--- src/cpid_pkg.sv ---
// Shared types, register codes and the symmetric clamp for the clamped PID block.
`timescale 1ns / 1ps

package cpid_pkg;

   // Sample and result widths
   localparam int SAMPLE_W = 16;
   localparam int GAIN_W   = 16;
   localparam int LIMIT_W  = 15;
   localparam int FRAC_W   = 8;
   localparam int CSR_IDX_W  = 3;
   localparam int CSR_DATA_W = 16;

   // Default divide ratio applied to the measured sample
   localparam int MEAS_DIV_DEF = 1;

   // Width of a clamped term: limit scaled by the fraction bits, plus sign
   localparam int TERM_W  = LIMIT_W + FRAC_W + 1;
   // Width handed to the clamp function
   localparam int CLAMP_W = 36;

   typedef logic signed [SAMPLE_W-1:0] sample_type;
   typedef logic signed [TERM_W-1:0]   term_type;

   // Configuration register indexes
   typedef enum logic [CSR_IDX_W-1:0] {
      REG_GAIN_P    = 3'd0,
      REG_GAIN_I    = 3'd1,
      REG_GAIN_D    = 3'd2,
      REG_LIMIT_P   = 3'd3,
      REG_LIMIT_I   = 3'd4,
      REG_LIMIT_D   = 3'd5,
      REG_LIMIT_OUT = 3'd6,
      REG_DEADBAND  = 3'd7
   } reg_index_type;

   // Clamp a value to +/- (limit * 256)
   function automatic term_type clamp_sym(input logic signed [CLAMP_W-1:0] value,
                                          input logic [LIMIT_W-1:0] limit);
      logic signed [CLAMP_W-1:0] pos_lim;
      logic signed [CLAMP_W-1:0] neg_lim;
      logic signed [CLAMP_W-1:0] res;
      pos_lim = $signed({{(CLAMP_W-LIMIT_W-FRAC_W){1'b0}}, limit, {FRAC_W{1'b0}}});
      neg_lim = -pos_lim;
      if (value > pos_lim) begin
         res = pos_lim;
      end else if (value < neg_lim) begin
         res = neg_lim;
      end else begin
         res = value;
      end
      return res[TERM_W-1:0];
   endfunction

endpackage

--- src/cpid_req_if.sv ---
// Request channel interface: one control tick of measured, target and compensation.
`timescale 1ns / 1ps

interface cpid_req_if
   import cpid_pkg::*;
();
   logic       valid;
   logic       ready;
   sample_type measured;
   sample_type target;
   sample_type compensation;

   modport source (output valid, output measured, output target, output compensation,
                   input ready);
   modport sink   (input valid, input measured, input target, input compensation,
                   output ready);
endinterface

--- src/cpid_rsp_if.sv ---
// Result channel interface: one clamped drive value per tick.
`timescale 1ns / 1ps

interface cpid_rsp_if
   import cpid_pkg::*;
();
   logic       valid;
   logic       ready;
   sample_type drive;

   modport source (output valid, output drive, input ready);
   modport sink   (input valid, input drive, output ready);
endinterface

--- src/clamped_pid_with_deadband_top.sv ---
// Top level of the clamped PID controller with error deadband.
//
//  channel   | direction | transfer when        | payload
//  ----------+-----------+----------------------+-----------------------------------
//  req_chan  | in        | valid && ready       | measured, target, compensation
//  rsp_chan  | out       | valid && ready       | drive
//  csr_*     | in        | csr_we               | csr_index, csr_wdata (no read-back)
//
// Seven register stages: input, reciprocal product, quotient, deadband error,
// gain products, clamped terms, result. One tick enters per cycle unless a stalled
// result has backed the pipeline up to the input stage.
// The integrator loop (add and clamp) closes within the terms stage.
// Synchronous reset clears the stage valids, integrator, last error and configuration registers.
// A stalled result holds; earlier stages keep filling bubbles until full.
`timescale 1ns / 1ps

module clamped_pid_with_deadband_top
   import cpid_pkg::*;
#(
   parameter int MEAS_DIV = MEAS_DIV_DEF
) (
   input  logic                  clock,
   input  logic                  reset,
   cpid_req_if.sink              req_chan,
   cpid_rsp_if.source            rsp_chan,
   input  logic                  csr_we,
   input  logic [CSR_IDX_W-1:0]  csr_index,
   input  logic [CSR_DATA_W-1:0] csr_wdata
);

   // Divide by the ratio as a multiply by a truncated reciprocal, then one correction
   localparam int RECIP_SHIFT = SAMPLE_W;
   localparam int RECIP_W     = SAMPLE_W + 1;
   localparam int RATIO_W     = 7;
   localparam logic [RECIP_W-1:0] RECIP = RECIP_W'((1 << RECIP_SHIFT) / MEAS_DIV);
   localparam logic [RATIO_W-1:0] RATIO = RATIO_W'(MEAS_DIV);
   localparam int PROD_W      = SAMPLE_W + RECIP_W;
   localparam int ERR_W       = SAMPLE_W + 1;
   localparam int DIFF_W      = ERR_W + 1;
   localparam int PI_W        = ERR_W + GAIN_W;
   localparam int PD_W        = DIFF_W + GAIN_W;
   localparam int INTEG_W     = TERM_W + 1;
   localparam int SUM_W       = TERM_W + 3;

   // Configuration registers
   logic signed [GAIN_W-1:0] gain_p_ff, gain_i_ff, gain_d_ff;
   logic [LIMIT_W-1:0] limit_p_ff, limit_i_ff, limit_d_ff, limit_out_ff, deadband_ff;

   // Stage valids and advance enables
   logic v1_ff, v2_ff, v3_ff, v4_ff, v5_ff, v6_ff, v7_ff;
   logic en1, en2, en3, en4, en5, en6, en7;

   // Stage 1: input register
   sample_type meas1_ff, tgt1_ff, comp1_ff;
   // Stage 2: magnitude and reciprocal product
   logic [SAMPLE_W-1:0] mag2_ff, mag2_in;
   logic [SAMPLE_W-1:0] q2_ff, q2_in;
   logic                neg2_ff;
   sample_type          tgt2_ff, comp2_ff;
   logic [PROD_W-1:0]   recip_prod;
   // Stage 3: corrected signed quotient
   sample_type          meas3_ff, meas3_in;
   sample_type          tgt3_ff, comp3_ff;
   logic [PROD_W-1:0]   q_times_r;
   logic [SAMPLE_W:0]   remainder;
   logic [SAMPLE_W:0]   q_fixed;
   logic [SAMPLE_W:0]   q_signed;
   // Stage 4: error after deadband
   logic signed [ERR_W-1:0] err4_ff, err4_in;
   logic signed [ERR_W-1:0] err_raw, err_mag, db_ext;
   sample_type              comp4_ff;
   // Stage 5: gain products and last error
   logic signed [PI_W-1:0]   prod_p5_ff, prod_p5_in;
   logic signed [PI_W-1:0]   prod_i5_ff, prod_i5_in;
   logic signed [PD_W-1:0]   prod_d5_ff, prod_d5_in;
   logic signed [DIFF_W-1:0] err_diff;
   logic signed [ERR_W-1:0]  prev_err_ff;
   sample_type               comp5_ff;
   // Stage 6: clamped terms and integrator
   term_type                   pterm6_ff, pterm6_in;
   term_type                   dterm6_ff, dterm6_in;
   logic signed [INTEG_W-1:0]  integ_ff, integ_in;
   logic signed [CLAMP_W-1:0]  integ_sum;
   sample_type                 comp6_ff;
   // Stage 7: result register
   logic signed [SUM_W-1:0] total;
   term_type                total_clamped;
   sample_type              drive7_ff, drive7_in;

   // Configuration writes
   always_ff @(posedge clock) begin
      if (reset) begin
         gain_p_ff    <= '0;
         gain_i_ff    <= '0;
         gain_d_ff    <= '0;
         limit_p_ff   <= '0;
         limit_i_ff   <= '0;
         limit_d_ff   <= '0;
         limit_out_ff <= '0;
         deadband_ff  <= '0;
      end else if (csr_we) begin
         unique case (reg_index_type'(csr_index))
            REG_GAIN_P:    gain_p_ff    <= csr_wdata;
            REG_GAIN_I:    gain_i_ff    <= csr_wdata;
            REG_GAIN_D:    gain_d_ff    <= csr_wdata;
            REG_LIMIT_P:   limit_p_ff   <= csr_wdata[LIMIT_W-1:0];
            REG_LIMIT_I:   limit_i_ff   <= csr_wdata[LIMIT_W-1:0];
            REG_LIMIT_D:   limit_d_ff   <= csr_wdata[LIMIT_W-1:0];
            REG_LIMIT_OUT: limit_out_ff <= csr_wdata[LIMIT_W-1:0];
            REG_DEADBAND:  deadband_ff  <= csr_wdata[LIMIT_W-1:0];
            default: ;
         endcase
      end
   end

   // Advance a stage when it is empty or its contents move on
   assign en7 = !v7_ff || rsp_chan.ready;
   assign en6 = !v6_ff || en7;
   assign en5 = !v5_ff || en6;
   assign en4 = !v4_ff || en5;
   assign en3 = !v3_ff || en4;
   assign en2 = !v2_ff || en3;
   assign en1 = !v1_ff || en2;

   assign req_chan.ready = en1;
   assign rsp_chan.valid = v7_ff;
   assign rsp_chan.drive = drive7_ff;

   // Stage valids
   always_ff @(posedge clock) begin
      if (reset) begin
         v1_ff <= 1'b0;
         v2_ff <= 1'b0;
         v3_ff <= 1'b0;
         v4_ff <= 1'b0;
         v5_ff <= 1'b0;
         v6_ff <= 1'b0;
         v7_ff <= 1'b0;
      end else begin
         if (en1) v1_ff <= req_chan.valid;
         if (en2) v2_ff <= v1_ff;
         if (en3) v3_ff <= v2_ff;
         if (en4) v4_ff <= v3_ff;
         if (en5) v5_ff <= v4_ff;
         if (en6) v6_ff <= v5_ff;
         if (en7) v7_ff <= v6_ff;
      end
   end

   // Magnitude of the measured sample times the reciprocal of the ratio
   always_comb begin
      mag2_in    = meas1_ff[SAMPLE_W-1] ? SAMPLE_W'(-meas1_ff) : SAMPLE_W'(meas1_ff);
      recip_prod = PROD_W'(mag2_in) * PROD_W'(RECIP);
      q2_in      = recip_prod[RECIP_SHIFT +: SAMPLE_W];
   end

   // Correct the quotient by one and restore the sign (truncation toward zero)
   always_comb begin
      q_times_r = PROD_W'(q2_ff) * PROD_W'(RATIO);
      remainder = {1'b0, mag2_ff} - q_times_r[SAMPLE_W:0];
      q_fixed   = (remainder >= (SAMPLE_W+1)'(RATIO)) ? {1'b0, q2_ff} + 1'b1 : {1'b0, q2_ff};
      q_signed  = neg2_ff ? -q_fixed : q_fixed;
      meas3_in  = q_signed[SAMPLE_W-1:0];
   end

   // Form the error and pull it through the deadband
   always_comb begin
      err_raw = ERR_W'(tgt3_ff) - ERR_W'(meas3_ff);
      err_mag = err_raw[ERR_W-1] ? -err_raw : err_raw;
      db_ext  = $signed({{(ERR_W-LIMIT_W){1'b0}}, deadband_ff});
      if (err_mag < db_ext) begin
         err4_in = '0;
      end else if (err_raw[ERR_W-1]) begin
         err4_in = err_raw + db_ext;
      end else begin
         err4_in = err_raw - db_ext;
      end
   end

   // Gain products
   always_comb begin
      err_diff   = DIFF_W'(err4_ff) - DIFF_W'(prev_err_ff);
      prod_p5_in = PI_W'(gain_p_ff) * PI_W'(err4_ff);
      prod_i5_in = PI_W'(gain_i_ff) * PI_W'(err4_ff);
      prod_d5_in = PD_W'(gain_d_ff) * PD_W'(err_diff);
   end

   // Clamp the terms; accumulate and clamp the integrator
   always_comb begin
      pterm6_in = clamp_sym(CLAMP_W'(prod_p5_ff), limit_p_ff);
      dterm6_in = clamp_sym(CLAMP_W'(prod_d5_ff), limit_d_ff);
      integ_sum = CLAMP_W'(integ_ff) + CLAMP_W'(prod_i5_ff);
      integ_in  = INTEG_W'(clamp_sym(integ_sum, limit_i_ff));
   end

   // Sum with compensation, clamp and drop the fraction bits (floor)
   always_comb begin
      total = SUM_W'(pterm6_ff) + SUM_W'(integ_ff) + SUM_W'(dterm6_ff)
            + $signed({{(SUM_W-SAMPLE_W-FRAC_W){comp6_ff[SAMPLE_W-1]}}, comp6_ff,
                       {FRAC_W{1'b0}}});
      total_clamped = clamp_sym(CLAMP_W'(total), limit_out_ff);
      drive7_in     = total_clamped[FRAC_W +: SAMPLE_W];
   end

   // Loop state: integrator and last error
   always_ff @(posedge clock) begin
      if (reset) begin
         integ_ff    <= '0;
         prev_err_ff <= '0;
      end else begin
         if (en5 && v4_ff) prev_err_ff <= err4_ff;
         if (en6 && v5_ff) integ_ff    <= integ_in;
      end
   end

   // Payload pipeline
   always_ff @(posedge clock) begin
      if (en1) begin
         meas1_ff <= req_chan.measured;
         tgt1_ff  <= req_chan.target;
         comp1_ff <= req_chan.compensation;
      end
      if (en2) begin
         mag2_ff  <= mag2_in;
         q2_ff    <= q2_in;
         neg2_ff  <= meas1_ff[SAMPLE_W-1];
         tgt2_ff  <= tgt1_ff;
         comp2_ff <= comp1_ff;
      end
      if (en3) begin
         meas3_ff <= meas3_in;
         tgt3_ff  <= tgt2_ff;
         comp3_ff <= comp2_ff;
      end
      if (en4) begin
         err4_ff  <= err4_in;
         comp4_ff <= comp3_ff;
      end
      if (en5) begin
         prod_p5_ff <= prod_p5_in;
         prod_i5_ff <= prod_i5_in;
         prod_d5_ff <= prod_d5_in;
         comp5_ff   <= comp4_ff;
      end
      if (en6) begin
         pterm6_ff <= pterm6_in;
         dterm6_ff <= dterm6_in;
         comp6_ff  <= comp5_ff;
      end
      if (en7) begin
         drive7_ff <= drive7_in;
      end
   end

endmodule
--- src/flat_wrapper.sv ---
// flat-port wrapper written by rule: the top's interface ports become plain ports
module clamped_pid_with_deadband_top_flat import cpid_pkg::*;
#(
   parameter int MEAS_DIV = MEAS_DIV_DEF
)
  (clock, reset, csr_we, csr_index, csr_wdata, req_chan_valid, req_chan_measured, req_chan_target, req_chan_compensation, req_chan_ready, rsp_chan_valid, rsp_chan_drive, rsp_chan_ready);
  cpid_req_if req_chan_i ();
  cpid_rsp_if rsp_chan_i ();
  input  logic clock;
  input  logic reset;
  input  logic csr_we;
  input  logic [CSR_IDX_W-1:0] csr_index;
  input  logic [CSR_DATA_W-1:0] csr_wdata;
  input wire logic [$bits(req_chan_i.valid)-1:0] req_chan_valid;
  input wire logic [$bits(req_chan_i.measured)-1:0] req_chan_measured;
  input wire logic [$bits(req_chan_i.target)-1:0] req_chan_target;
  input wire logic [$bits(req_chan_i.compensation)-1:0] req_chan_compensation;
  output wire logic [$bits(req_chan_i.ready)-1:0] req_chan_ready;
  output wire logic [$bits(rsp_chan_i.valid)-1:0] rsp_chan_valid;
  output wire logic [$bits(rsp_chan_i.drive)-1:0] rsp_chan_drive;
  input wire logic [$bits(rsp_chan_i.ready)-1:0] rsp_chan_ready;
  assign req_chan_i.valid = req_chan_valid;
  assign req_chan_i.measured = req_chan_measured;
  assign req_chan_i.target = req_chan_target;
  assign req_chan_i.compensation = req_chan_compensation;
  assign req_chan_ready = req_chan_i.ready;
  assign rsp_chan_valid = rsp_chan_i.valid;
  assign rsp_chan_drive = rsp_chan_i.drive;
  assign rsp_chan_i.ready = rsp_chan_ready;
  clamped_pid_with_deadband_top #(.MEAS_DIV(MEAS_DIV)) u_core (.clock(clock), .reset(reset), .req_chan(req_chan_i), .rsp_chan(rsp_chan_i), .csr_we(csr_we), .csr_index(csr_index), .csr_wdata(csr_wdata));
endmodule
--- config.mk ---
export PLATFORM = sky130hd
export DESIGN_NAME = clamped_pid_with_deadband_top_flat
export DESIGN_NICKNAME = d
export VERILOG_FILES = /design/src/cpid_pkg.sv /design/src/cpid_req_if.sv /design/src/cpid_rsp_if.sv /design/src/clamped_pid_with_deadband_top.sv /design/src/flat_wrapper.sv
export SDC_FILE = /design/constraint.sdc
export NUM_CORES = 2
export LEC_CHECK = 0
export BUFFER_PORTS_ARGS = -buffer_cell sky130_fd_sc_hd__buf_4
export CORE_MARGIN = 4
export CORE_UTILIZATION = 53
export CTS_CLUSTER_DIAMETER = 60
export DETAILED_ROUTE_END_ITERATION = 10
export GPL_ROUTABILITY_DRIVEN = 0
export PLACE_DENSITY = 0.75
export SYNTH_ARGS = -nofsm -noshare
export SYNTH_HDL_FRONTEND = slang
export SYNTH_SLANG_ARGS = --single-unit
--- constraint.sdc ---
create_clock -name clock -period 8.97 [get_ports clock]
set_input_delay 0.4485 -clock clock [delete_from_list [all_inputs] [get_ports clock]]
set_output_delay 0.4485 -clock clock [all_outputs]
set_load 0.05 [all_outputs]
==> metrics.md <==
| Metric | Value |
|---|---|
| Status | `finished clean` |
| Mapped Area | `63,300 um^2` |
| CP max stage cell | `fa_1` |
| Initial DRT Pass Iterations | `6` |
| Min-Delay Endpoint | `u_core.v1_ff$_SDFFE_PP0P_` |
| Initial Util | `53.5%` |
| CTS buffer count | `61` |
| CTS tree | `done` |
| Yosys top cell by area | `fa_1` |
| Fillers | `10,000` |
| Yosys top cell area share | `27.4%` |
| Combinational cell fraction of total power | `58.7%` |
| Residual DRC | `0` |
| Worst-path clk slew | `0.06 ns` |
| Met2 Use GR | `41.8%` |
| Worst path max stage delay | `0.56 ns` |
| Worst Hold Launch | `req_chan_valid` |
| Buffers on Ports | `89` |
| Sw Share | `46.3%` |
| Final min period | `8.64 ns` |
| GR Util met1 | `33.5%` |
| Internal | `7.76 mW` |
| Vias in the first global route | `48,100` |
| Syn Area/Cell | `9.45 um^2` |
| P&R area growth vs syn | `7.93%` |
| Syn nets | `8,214` |
| Via count | `47,100` |
| Final setup fails | `0` |
| Post-synthesis sequential area ratio | `23.1%` |
| Endpoint class of the critical path | `flip-flop` |
| Setup CP Type | `flip-flop to flip-flop` |
| Final WL | `161 mm` |
| Synth Instances | `6,704` |
| Core Area | `118,000 um^2` |
| Largest net degree at the start of global routing | `99` |
| Startpoint types | `flip-flop` |
| Crit path max fanout | `11` |
| Per-cell routed wire length | `19.2 um` |
| Clk network pwr share | `17.4%` |
| Worst reg2reg startpoint | `u_core.err4_ff[0]$_SDFFCE_PP0P_` |
| Hold slack | `0.103 ns` |
| First-pass GRT wire length | `257 mm` |
| Final Cycle Share | `96.4%` |
| Vias per Instance | `5.63` |
| Fin Clk Skew | `0.0512 ns` |
| FP Rows | `126` |
| Net Switching | `6.69 mW` |
| Async set-reset flop share out of synthesis | `0%` |
| Synth Flop Type | `edfxtp_1` |
| Die ar. | `125,000 um^2` |
| Met3 usage | `4.36%` |
| Fin area | `68,300 um^2` |
| Critical Path RT | `9.40 ns` |
| Fin. Hold Viols | `0` |
| GR Util All Layers | `25.8%` |
| Crit Reg-Reg Endpoint | `u_core.prod_d5_ff[31]$_DFFE_PP_` |
| Iteration-0 DRC Markers | `3,834` |
| R2R cell count | `39` |
| Top Usage Layer GRT | `met2` |
| Slew HR | `13.3%` |
| Max-cap viol count | `0` |
| Layout cells sized above 1 | `5.27%` |
| Placed cell area | `65,700 um^2` |
| YS warnings | `0` |
| CP most frequent cell | `fa_1` |
| Die H | `354 um` |
| H-tree Lvls | `2` |
| Crit path buf inv count | `8` |
| FF-to-FF setup slack | `0.33 ns` |
| Final net count | `8,226` |
| P_leak | `31.3 nW` |
| Detail Route Antenna Nets | `0` |
| Detailed Place HPWL | `125 mm` |
| Least-Margin Pin Slew | `1.30 ns` |
| Max-slew violations | `0` |
| Clock sinks | `545` |
| Die span in x | `354 um` |
| Sequential share of power | `24.0%` |
| Top post-synthesis cells by area | `fa_1 (27%), edfxtp_1 (18%), ha_1 (11%)` |
| GR Overflow Total | `0` |
| Worst hold path class | `input port to flip-flop` |
| CP Data Arrival Time | `9.07 ns` |
| I/O Pins | `90` |
| Power per standard cell area | `211 nW/um^2` |
| Most numerous cell in the Yosys netlist | `inv_1` |
| Root Driver | `clkbuf_16` |
| Yosys reg bits | `545` |
| Post-synth EDFFs | `374` |
| Post-synth top cells | `inv_1 (1,104), fa_1 (866), nand2_1 (865)` |
| Unique masters post-synth | `93` |
| Largest delay share family, worst path | `adder cells` |
| Peak VDD IR | `0.000580 V` |
| Initial antenna violation count | `6` |
| Fmax | `116 MHz` |
| Max Root-Sink Buffers | `3` |
| Cells on Worst Hold Path | `3` |
| Clk_lat worst skew | `0.68 ns` |
stage by stage:
step | instances | utilization [%] | TNS [ns] | power [mW] | worst slack [ns]
5_1_grt | 8369 | 57.7 | -0.169 | 15.6 | -0.0686
3_5_place_dp | 8203 | 55.5 | -0.0815 | 11.8 | -0.0815
3_3_place_gp | 8203 | 55.5 | 0 | 11.5 | 0.0927
2_1_floorplan | 6704 | - | 0 | 9.33 | 0.0724
6_report | 8372 | 57.7 | 0 | 14.5 | 0.325
4_1_cts | 8368 | 57.6 | 0 | 14.3 | 0.0271
power by group through the flow:
| stage | Clock [mW] | Combinational [mW] | Sequential, mW |
|---|---|---|---|
| finish | 2.51 | 8.48 | 3.46 |
| detailed placement | 0 | 8.25 | 3.50 |
| floorplan | 0 | 5.89 | 3.44 |
| CTS | 2.55 | 8.32 | 3.45 |
| global placement | 0 | 8.01 | 3.50 |
| global route | 2.66 | 9.41 | 3.49 |
layout make-up:
cell class                      instances  area (um^2)  share of cell area, %
Clock inverter                         37          414                  0.606
Sequential cell                       545        14700                   21.4
Clock buffer                           79         1630                   2.39
Antenna cell                            3         7.51                 0.0110
Inverter                             1107         4160                   6.08
Tap cell                             1600         2000                   2.93
Multi-Input combinational cell       4774        43600                   63.8
Timing Repair Buffer                  227         1840                   2.69
worst max-delay path by stage:
stage                                                  to                            start  slack [ns]  cells after the start
final                     u_core.prod_d5_ff[31]$_DFFE_PP_  u_core.err4_ff[0]$_SDFFCE_PP0P_        0.33                     39
after global routing      u_core.prod_d5_ff[31]$_DFFE_PP_  u_core.err4_ff[0]$_SDFFCE_PP0P_       -0.07                     39
after CTS                 u_core.prod_d5_ff[31]$_DFFE_PP_  u_core.err4_ff[0]$_SDFFCE_PP0P_        0.03                     38
after detailed placement  u_core.prod_d5_ff[31]$_DFFE_PP_  u_core.err4_ff[0]$_SDFFCE_PP0P_       -0.08                     39
after global placement    u_core.prod_d5_ff[31]$_DFFE_PP_  u_core.err4_ff[0]$_SDFFCE_PP0P_        0.09                     36
after floorplan           u_core.prod_d5_ff[31]$_DFFE_PP_  u_core.err4_ff[0]$_SDFFCE_PP0P_        0.07                     38
routing by layer:
metal / up-vias / share of wire [%]
li1: 21700 / -
met5: - / 0.0081
met3: 460 / 8.2
met1: 23200 / 40
met2: 1811 / 46
met4: 2 / 6.3
kinds of logic after synthesis:
group / Yosys count / synth area share (%)
AOI/OAI and AO/OA: 991 / 9.84
adders and majority gates: 1440 / 38.7
muxes: 40 / 0.638
buffers and inverters: 1385 / 8.28
and+or+nand+nor: 2002 / 15.2
xor gates and xnor gates: 301 / 4.17
DFF: 545 / 23.1
repair_timing:
item,CTS,global route
setup buffers,1,1
gates resized for setup,3,28
endpoints found under the setup margin,1,13
pin swaps,2,11
endpoints found under the hold margin,48,0
hold buffers,48,0
gates cloned,0,0
tightest hold or removal path, delay by kind of cell:
family                 cells  cell delay (ns)
buffers and inverters      2             0.12
AO/OA/AOI/OAI              1             0.12
state kept, by name, summed over array words and instances (netlist names), 17 cells and up:
name                flops
u_core.err4_ff         17
u_core.prev_err_ff     17
u_core.prod_i5_ff      33
u_core.dterm6_ff       24
u_core.prod_p5_ff      33
u_core.prod_d5_ff      34
u_core.integ_ff        24
u_core.pterm6_ff       24
cells in the final DEF (no fill, tap or decap), types with 61 or more instances in the layout:
cell,count
a21o_1,106
a21oi_1,375
and2_1,339
buf_4,177
clkbuf_16,61
dfxtp_1,171
edfxtp_1,374
fa_1,865
ha_1,570
inv_1,1103
nand2_1,863
nand2b_1,76
nand3_1,84
nor2_1,266
nor2b_1,68
nor3_1,85
o21a_1,68
o21ai_0,139
xnor2_1,234
xor2_1,64
No activity file was read; power rests on OpenSTA's default activity.
